[src/rtl/clxm_pkg.sv]
// Shared types and constants for the combined LCG / xorshift / MWC generator.
// No dependencies; used by the core and the testbench.
package clxm_pkg;

  localparam logic [63:0] LCG_MUL = 64'd2862933555777941757;
  localparam logic [63:0] LCG_ADD = 64'd7046029254386353087;
  localparam logic [63:0] XS_SEED = 64'd4101842887655102017;
  localparam logic [31:0] MWC_MUL = 32'd4294957665;

  // Sequencer states: idle, restart load, four multiplier passes, restart fixup, output.
  typedef enum logic [2:0] {
    ST_IDLE,
    ST_SEED,
    ST_P0,
    ST_P1,
    ST_P2,
    ST_P3,
    ST_FIX,
    ST_OUT
  } seq_state_t;

  // 17/31/8 xorshift step
  function automatic logic [63:0] xs_step(input logic [63:0] x);
    logic [63:0] v;
    v = x ^ (x >> 17);
    v = v ^ (v << 31);
    v = v ^ (v >> 8);
    return v;
  endfunction

  // 21/35/4 tempering of the LCG word
  function automatic logic [63:0] lcg_temper(input logic [63:0] l);
    logic [63:0] t;
    t = l ^ (l << 21);
    t = t ^ (t >> 35);
    t = t ^ (t << 4);
    return t;
  endfunction

endpackage

[src/rtl/combined_lcg_xorshift_mwc_rng_core.sv]
// Combined 64-bit random word generator core (LCG + xorshift + MWC).
// Depends on clxm_pkg for constants, the sequencer state type and step functions.

// One item in, one 64-bit deviate out. Between acceptance and the result on
// m_tvalid, a plain item makes four passes through a single shared 32x32
// multiplier (three partial products for the 64-bit LCG multiply, one for the
// MWC step) and then the output state forms the tempered output. An item with
// restart set first loads the state from the seed register and runs three
// extra discarded steps, each ending in a fixup state. s_tready is high
// only while the sequencer is idle, so the block holds one item at a time; a
// finished result waits in the output register while the next item is taken.
// The seed register may be written only while the block is idle.
module combined_lcg_xorshift_mwc_rng_core (
  input  logic        clk,
  input  logic        rst,
  input  logic        seed_value_we,
  input  logic [63:0] seed_value,
  input  logic        s_tvalid,
  output logic        s_tready,
  input  logic [7:0]  s_tdata,   // [0] restart, [7:1] zero fill
  output logic        m_tvalid,
  input  logic        m_tready,
  output logic [63:0] m_tdata    // [63:0] deviate
);

  clxm_pkg::seq_state_t state, state_next;

  logic [63:0] seed_reg;
  logic [63:0] lcg_word;
  logic [63:0] xorshift_word;
  logic [63:0] mwc_word;
  logic [63:0] acc;
  logic [1:0]  fix_cnt;

  logic [31:0] mul_a;
  logic [31:0] mul_b;
  logic [63:0] prod;

  logic        in_fire;
  logic        out_free;

  assign s_tready = (state == clxm_pkg::ST_IDLE);
  assign in_fire  = s_tvalid && s_tready;
  assign out_free = !m_tvalid || m_tready;

  // Shared multiplier operand select
  always_comb begin
    mul_a = lcg_word[31:0];
    mul_b = clxm_pkg::LCG_MUL[31:0];
    case (state)
      clxm_pkg::ST_P1: begin
        mul_a = lcg_word[63:32];
        mul_b = clxm_pkg::LCG_MUL[31:0];
      end
      clxm_pkg::ST_P2: begin
        mul_a = lcg_word[31:0];
        mul_b = clxm_pkg::LCG_MUL[63:32];
      end
      clxm_pkg::ST_P3: begin
        mul_a = mwc_word[31:0];
        mul_b = clxm_pkg::MWC_MUL;
      end
      default: begin
        mul_a = lcg_word[31:0];
        mul_b = clxm_pkg::LCG_MUL[31:0];
      end
    endcase
  end

  assign prod = 64'(mul_a) * 64'(mul_b);

  always_ff @(posedge clk) begin
    if (rst) begin
      state <= clxm_pkg::ST_IDLE;
    end else begin
      state <= state_next;
    end
  end

  always_comb begin
    state_next = state;
    case (state)
      clxm_pkg::ST_IDLE: begin
        if (in_fire) begin
          state_next = s_tdata[0] ? clxm_pkg::ST_SEED : clxm_pkg::ST_P0;
        end
      end
      clxm_pkg::ST_SEED: state_next = clxm_pkg::ST_P0;
      clxm_pkg::ST_P0:   state_next = clxm_pkg::ST_P1;
      clxm_pkg::ST_P1:   state_next = clxm_pkg::ST_P2;
      clxm_pkg::ST_P2:   state_next = clxm_pkg::ST_P3;
      clxm_pkg::ST_P3: begin
        state_next = (fix_cnt != 2'd0) ? clxm_pkg::ST_FIX : clxm_pkg::ST_OUT;
      end
      clxm_pkg::ST_FIX:  state_next = clxm_pkg::ST_P0;
      clxm_pkg::ST_OUT: begin
        if (out_free) begin
          state_next = clxm_pkg::ST_IDLE;
        end
      end
      default: state_next = clxm_pkg::ST_IDLE;
    endcase
  end

  // Seed register and generator state
  always_ff @(posedge clk) begin
    if (rst) begin
      seed_reg      <= '0;
      lcg_word      <= '0;
      xorshift_word <= '0;
      mwc_word      <= '0;
      fix_cnt       <= '0;
    end else begin
      if (seed_value_we) begin
        seed_reg <= seed_value;
      end
      case (state)
        clxm_pkg::ST_SEED: begin
          xorshift_word <= clxm_pkg::XS_SEED;
          mwc_word      <= 64'd1;
          lcg_word      <= seed_reg ^ clxm_pkg::XS_SEED;
          fix_cnt       <= 2'd3;
        end
        clxm_pkg::ST_P3: begin
          lcg_word      <= acc + clxm_pkg::LCG_ADD;
          xorshift_word <= clxm_pkg::xs_step(xorshift_word);
          mwc_word      <= prod + {32'd0, mwc_word[63:32]};
        end
        clxm_pkg::ST_FIX: begin
          // after first discarded step reload xorshift, after second reload MWC
          if (fix_cnt == 2'd3) begin
            xorshift_word <= lcg_word;
          end else if (fix_cnt == 2'd2) begin
            mwc_word <= xorshift_word;
          end
          fix_cnt <= fix_cnt - 2'd1;
        end
        default: begin
        end
      endcase
    end
  end

  // LCG product accumulator: low product plus two cross terms into the upper half
  always_ff @(posedge clk) begin
    case (state)
      clxm_pkg::ST_P0: acc <= prod;
      clxm_pkg::ST_P1: acc[63:32] <= acc[63:32] + prod[31:0];
      clxm_pkg::ST_P2: acc[63:32] <= acc[63:32] + prod[31:0];
      default: begin
      end
    endcase
  end

  // Output register
  always_ff @(posedge clk) begin
    if (rst) begin
      m_tvalid <= 1'b0;
    end else if (state == clxm_pkg::ST_OUT && out_free) begin
      m_tvalid <= 1'b1;
    end else if (m_tready) begin
      m_tvalid <= 1'b0;
    end
  end

  always_ff @(posedge clk) begin
    if (state == clxm_pkg::ST_OUT && out_free) begin
      m_tdata <= (clxm_pkg::lcg_temper(lcg_word) + xorshift_word) ^ mwc_word;
    end
  end

endmodule

[config.mk]
export PLATFORM = sky130hd
export DESIGN_NAME = combined_lcg_xorshift_mwc_rng_core
export DESIGN_NICKNAME = d
export VERILOG_FILES = /design/src/rtl/clxm_pkg.sv /design/src/rtl/combined_lcg_xorshift_mwc_rng_core.sv
export SDC_FILE = /design/constraint.sdc
export NUM_CORES = 2
export LEC_CHECK = 0
export BUFFER_PORTS_ARGS = -buffer_cell sky130_fd_sc_hd__clkbuf_2
export CAP_MARGIN = 10
export CORE_MARGIN = 10
export CORE_UTILIZATION = 30
export DETAILED_ROUTE_END_ITERATION = 8
export HOLD_SLACK_MARGIN = 0.05
export PLACE_DENSITY = 0.52
export SYNTH_ARGS = -nofsm -noshare
export SYNTH_HDL_FRONTEND = slang
export SYNTH_SLANG_ARGS = --single-unit
[constraint.sdc]
create_clock -name clk -period 20 [get_ports clk]
set_input_delay 1 -clock clk [delete_from_list [all_inputs] [get_ports clk]]
set_output_delay 1 -clock clk [all_outputs]
set_load 0.005 [all_outputs]
Word-level counts from Yosys, hierarchy flattened
Index checks and enable logic that the tools add are counted.

word-level totals
  flip-flop bits (word level) = 390
  bits of input ports = 77
  logic and storage cells = 71

cells by class
  $add $sub $neg = 5
  $mul = 1
  equal/unequal tests = 14
  multiplexer cells = 17
  bitwise gates (word level) = 8
  reduce and logical (&&, ||, !) cells = 16

operators by type and width
  cell                                            number
  one-hot mux 64 bit (3 select lines)             2
  XOR 64 bit                                      4
  2-to-1 mux 64 bit                               3
  one-hot mux 32 bit (2 select lines)             3
  one-hot mux 64 bit (2 select lines)             1
  adder 64 x 32 -> 64 bit                         1
  adder 64 x 63 -> 64 bit, second input constant  1
  adder 64 bit                                    1
  multiplier 32 x 32 -> 64 bit                    1
  XOR 64 x 29 -> 64 bit                           1
  XOR 64 x 47 -> 64 bit                           1
  XOR 64 x 56 -> 64 bit                           1
  adder 32 bit                                    1
  inverter 31 bit                                 1
  one-hot mux 3 bit (7 select lines)              1
  == test 3 bit, second input constant            4
  nonzero test 2 bit                              5
  != test 2 bit, second input constant            4
  == test 3 x 2 -> 1 bit, second input constant   2
  2-to-1 mux 3 bit                                2
  == test 2 bit, second input constant            2
  one-hot mux 2 bit (2 select lines)              1
  AND reduction 2 bit                             2
  OR reduction 2 bit                              2
  11 further kinds                                14

Depth between registers and ports, before layout
  depth in word-level cells = 5
  depth in mapped cells = 49

Worst setup path before layout
Ideal clock, no wire load.

  path type = register to register
  start point = reg state[0]
  end point = reg mwc_word[62]
  library setup time = 0.095 ns
  arrival = 10.863 ns
  required time = 19.905 ns
  setup slack = 9.041 ns
  stages on the path, launching flop included = 43
  clock period less this slack = 10.959 ns
  path through = dfxtp_1 inv_1 nor2_1 clkbuf_1 clkbuf_1 buf_1 nand2_1 inv_1 a221o_1 inv_1 nor2_1 fa_1 fa_1 inv_1 fa_1 fa_1 inv_1 fa_1 [... 7 more ...] ha_1 nand4_1 a211oi_1 nor2_1 xnor2_1 ha_1 clkbuf_1 a21o_1 a211oi_1 o31ai_1 nand2_1 a31oi_1 nor3b_2 nand4_1 or2_1 or2_1 or4_1 o311ai_1

on the way
  cells in the longest elaborated chain, start to end = 5
  elaborated cells on any way between the ends = 14

ends and longest elaborated chain
  what                                                     line                                       text
  start, declared                                          combined_lcg_xorshift_mwc_rng_core.sv:26   clxm_pkg::seq_state_t state, state_next;
  start signal, assigned                                   combined_lcg_xorshift_mwc_rng_core.sv:74   state <= clxm_pkg::ST_IDLE;
  start signal, assigned                                   combined_lcg_xorshift_mwc_rng_core.sv:76   state <= state_next;
  == test 3 bit or == test 3 x 2 -> 1 bit (tied branches)  combined_lcg_xorshift_mwc_rng_core.sv:50   case (state)
  one-hot mux 32 bit (2 select lines)                      combined_lcg_xorshift_mwc_rng_core.sv:50
  multiplier 32 x 32 -> 64 bit *                           combined_lcg_xorshift_mwc_rng_core.sv:70   assign prod = 64'(mul_a) * 64'(mul_b);
  named net prod[23]                                       combined_lcg_xorshift_mwc_rng_core.sv:37   logic [63:0] prod;
  adder 64 x 32 -> 64 bit *                                combined_lcg_xorshift_mwc_rng_core.sv:127  mwc_word <= prod + {32'd0, mwc_word[63:32]};
  one-hot mux 64 bit (3 select lines) *                    combined_lcg_xorshift_mwc_rng_core.sv:117  case (state)
  end signal, assigned                                     combined_lcg_xorshift_mwc_rng_core.sv:127
  end signal, assigned                                     combined_lcg_xorshift_mwc_rng_core.sv:134  mwc_word <= xorshift_word;
  end, declared                                            combined_lcg_xorshift_mwc_rng_core.sv:31   logic [63:0] mwc_word;

Mark *: on every way through the listed nets, which the timed path passes. The rest lies on a longest branch.
A chain may end at the register's enable or synchronous reset.

Worst setup path after layout
Same ends and word-level chain as after synthesis.

==> impl_results.md <==
* CP Class: reg -> reg
* Hold WC Path Type: reg -> reg
* Reg-to-reg startpoint: state[0]$_SDFFE_PP0P_
* CP Data Required Time at 20520 ps
* Busiest grt layer: met2
* Post-synthesis mux area share at between 1.5 and 2%
* Area contributors post-synth: fa_1, ha_1, dfxtp_1
* Total GRT Usage at approximately a quarter
* Die width at 453 microns
* Fin crit period at 15320 ps
* Total die area at 205000 sq um
* Top cells by count, synth: inv_1, fa_1, nor2_1
* Reg2reg setup slack at 4680 ps
* Layout cells sized above 1 at 6.60%
* Crit start category: flip-flop
* Routability congestion estimate at 1.03
* Rows at 158
* Synth Area in XOR/XNOR at 9.71%
* Total CTS buffers at 47
* Adder-Cell Fraction of Synth Area at a little under two fifths
* WL/cell at 27.9 microns
* Sequential area share after synthesis at between 10% and 20%
* Post CTS Setup Buffer Count at 0
* Root buffer cell: clkbuf_16
* WHS Endpoint: seed_reg[32]$_SDFFE_PP0P_
* Actual slew at the worst max-slew pin at 1420 ps
* PortBufs at 135
* Critical Path End Type: flip-flop
* Hold_buf cts at 0
* Largest net degree at the start of global routing at 88
* Post-CTS resize count at 0
* M1 GR Usage at between 30% and 40%
* Syn Nets at 7586
* # DRC at 0
* Clk_skew at 17.8 ps
* CTS H-tree depth at 2
* RR Endpoint: mwc_word[62]$_SDFFE_PP0P_
* Core Region at 186000 sq um
* TritonCTS Sinks at 390
* Hold Path Depth at 2
* Hold path startpoint: seed_reg[32]$_SDFFE_PP0P_
* Synth Area per Inst at approximately 9.0 sq um
* Crit path from: state[0]$_SDFFE_PP0P_
* Synth Flop Type: dfxtp_1
* DR vias/cell at 5.37
* Starting Density at 30.2%
* Met3 usage at 4.33%
* Unrepaired setup endpoints after global routing: false
* TNS Setup at 0 ps
* Slowest stage delay, CP at 1100 ps
* Worst EP arrival at 15840 ps
* Status: finished, final reports clean
* Synthesized instance count at roughly 6.3k
* Antenna Violating Nets Remaining at 0
* Drt total wl at between 200 and 250 mm
* Fin crit share at roughly 77%
* 1st-pass router iterations at 5
* Vias in the first global route at 47.0k
* Initial antenna violation count at 13
* # setup viols final at 0
* Ys Warns at 0
* Congestion Overflow GR at 0
* Simple-gate portion of the synthesized area at 11.4%
* TritonCTS clock tree: done
* Fin nets at roughly 7.6k
* Max clock buf depth at 3
* Area leader, netlist: fa_1
* Area share of the largest cell type after synthesis at 27.6%
* Fillers at 19.7k
* R2r worst-path depth at 42
* GR met2 Demand/Resource at about a third
* Maximum fanout along the worst path at 50
* Mapped Area at 56200 sq um
* Via count at 47.4k
* Cell repeated most along the worst path: inv_1
* Clock-pin slew on the worst setup and hold paths at 60 ps
* CP max stage cell: a2111oi_0
* Final HPWL DP at approximately 210 mm
* Count leader, synth: inv_1
* Max-cap violations at 0
* Synth Area in Compound Gates at 14.5%
* Slew margin rel. at 3.07%
* Fmax at 0.0653 GHz
* Netlist cell types at 93
* Total I/O pin count at 143
* Die H at 453 microns
* Async S/R FF share, synth at 0%
* Largest family of logic cells by synthesized area: adder cells
* Hold Fails Final Rpt at 0
* Final Max Slew Viols at 0
* First-pass GRT wire length at 349 mm
* Clk_lat worst skew at 620 ps
* Post-synth EDFFs at 128
* Area growth syn-to-layout at 9.72%
* Yosys reg bits at just under 400
* Starting DRT DRC Count at roughly 4.7k
layer usage:
| metal | share of wire [%] | vias up |
|---|---|---|
| met5 | 0.050 | - |
| met4 | 6.8 | 18 |
| li1 | - | 20800 |
| met1 | 42 | 23900 |
| met2 | 43 | 2155 |
| met3 | 8.7 | 502 |
stage by stage:
stage                     hold slack, ps  instances  setup WS (ps)  instance area (sq um)  util [%]
final                                491       8829           4680                  61700      33.2
after floorplan                      452       6264           9040                  56200         -
after global routing                 519       8825           4300                  61700      33.2
after CTS                            494       8825           5090                  61700      33.2
after global placement               471       8737           5220                  60000      32.3
after detailed placement             480       8737           5140                  60000      32.3
final cells by class:
type	count	area, sq um	area share (%)
multi-input cells	4617	42500	68.9
inverters	1004	3770	6.11
repair buffers	246	1520	2.46
diodes	4	10.0	0.0162
well taps	2480	3100	5.03
clock buffers	66	1400	2.27
flip-flops and latches	390	9090	14.7
clock inverters	22	263	0.426
worst max-delay path: cells and delay by family, from the launching register on:
| kind | cells | cell delay (ps) |
|---|---|---|
| AND/OR/NAND/NOR | 12 | 3810 |
| XOR/XNOR | 1 | 710 |
| adder cells (fa/ha/maj) | 10 | 4040 |
| AO/OA/AOI/OAI | 6 | 2940 |
| buffers and inverters | 13 | 3220 |
| flip-flops | 1 | 310 |
cell usage in the layout, fill, tap and decap left out, types with 44 or more instances in the layout:
| cell type | count |
|---|---|
| o21ai_0 | 237 |
| ha_1 | 471 |
| inv_1 | 993 |
| edfxtp_1 | 128 |
| a22oi_1 | 74 |
| a221oi_1 | 46 |
| nand2b_1 | 44 |
| mux2i_1 | 92 |
| clkbuf_16 | 50 |
| a211oi_1 | 90 |
| nor3_1 | 100 |
| nand3_1 | 70 |
| nor2_1 | 541 |
| nand4_1 | 61 |
| nand2_1 | 354 |
| clkbuf_2 | 133 |
| xnor2_1 | 409 |
| xor2_1 | 207 |
| fa_1 | 774 |
| a21o_1 | 146 |
| a21oi_1 | 376 |
| buf_4 | 112 |
| dfxtp_1 | 260 |
logic make-up (layout without fill, tap and decap cells):
logic type / after synthesis / count (layout)
AND/OR/NAND/NOR: 1398 / 1398
buffers and inverters: 1257 / 1338
AO/OA/AOI/OAI: 1255 / 1255
adder cells (fa/ha/maj): 1246 / 1246
XOR/XNOR: 622 / 622
flip-flops: 390 / 390
multiplexers: 96 / 96
other: 0 / 4
worst max path at each step:
stage / endpoint / cells after the start
2_1_floorplan: mwc_word[62]$_SDFFE_PP0P_ / 42
3_3_place_gp: mwc_word[62]$_SDFFE_PP0P_ / 42
3_5_place_dp: mwc_word[62]$_SDFFE_PP0P_ / 42
4_1_cts: mwc_word[62]$_SDFFE_PP0P_ / 42
5_1_grt: mwc_word[62]$_SDFFE_PP0P_ / 42
6_report: mwc_word[62]$_SDFFE_PP0P_ / 42
Power is not shown: default switching activity piles up to over one toggle a cycle in this logic, so the estimate is an artifact.
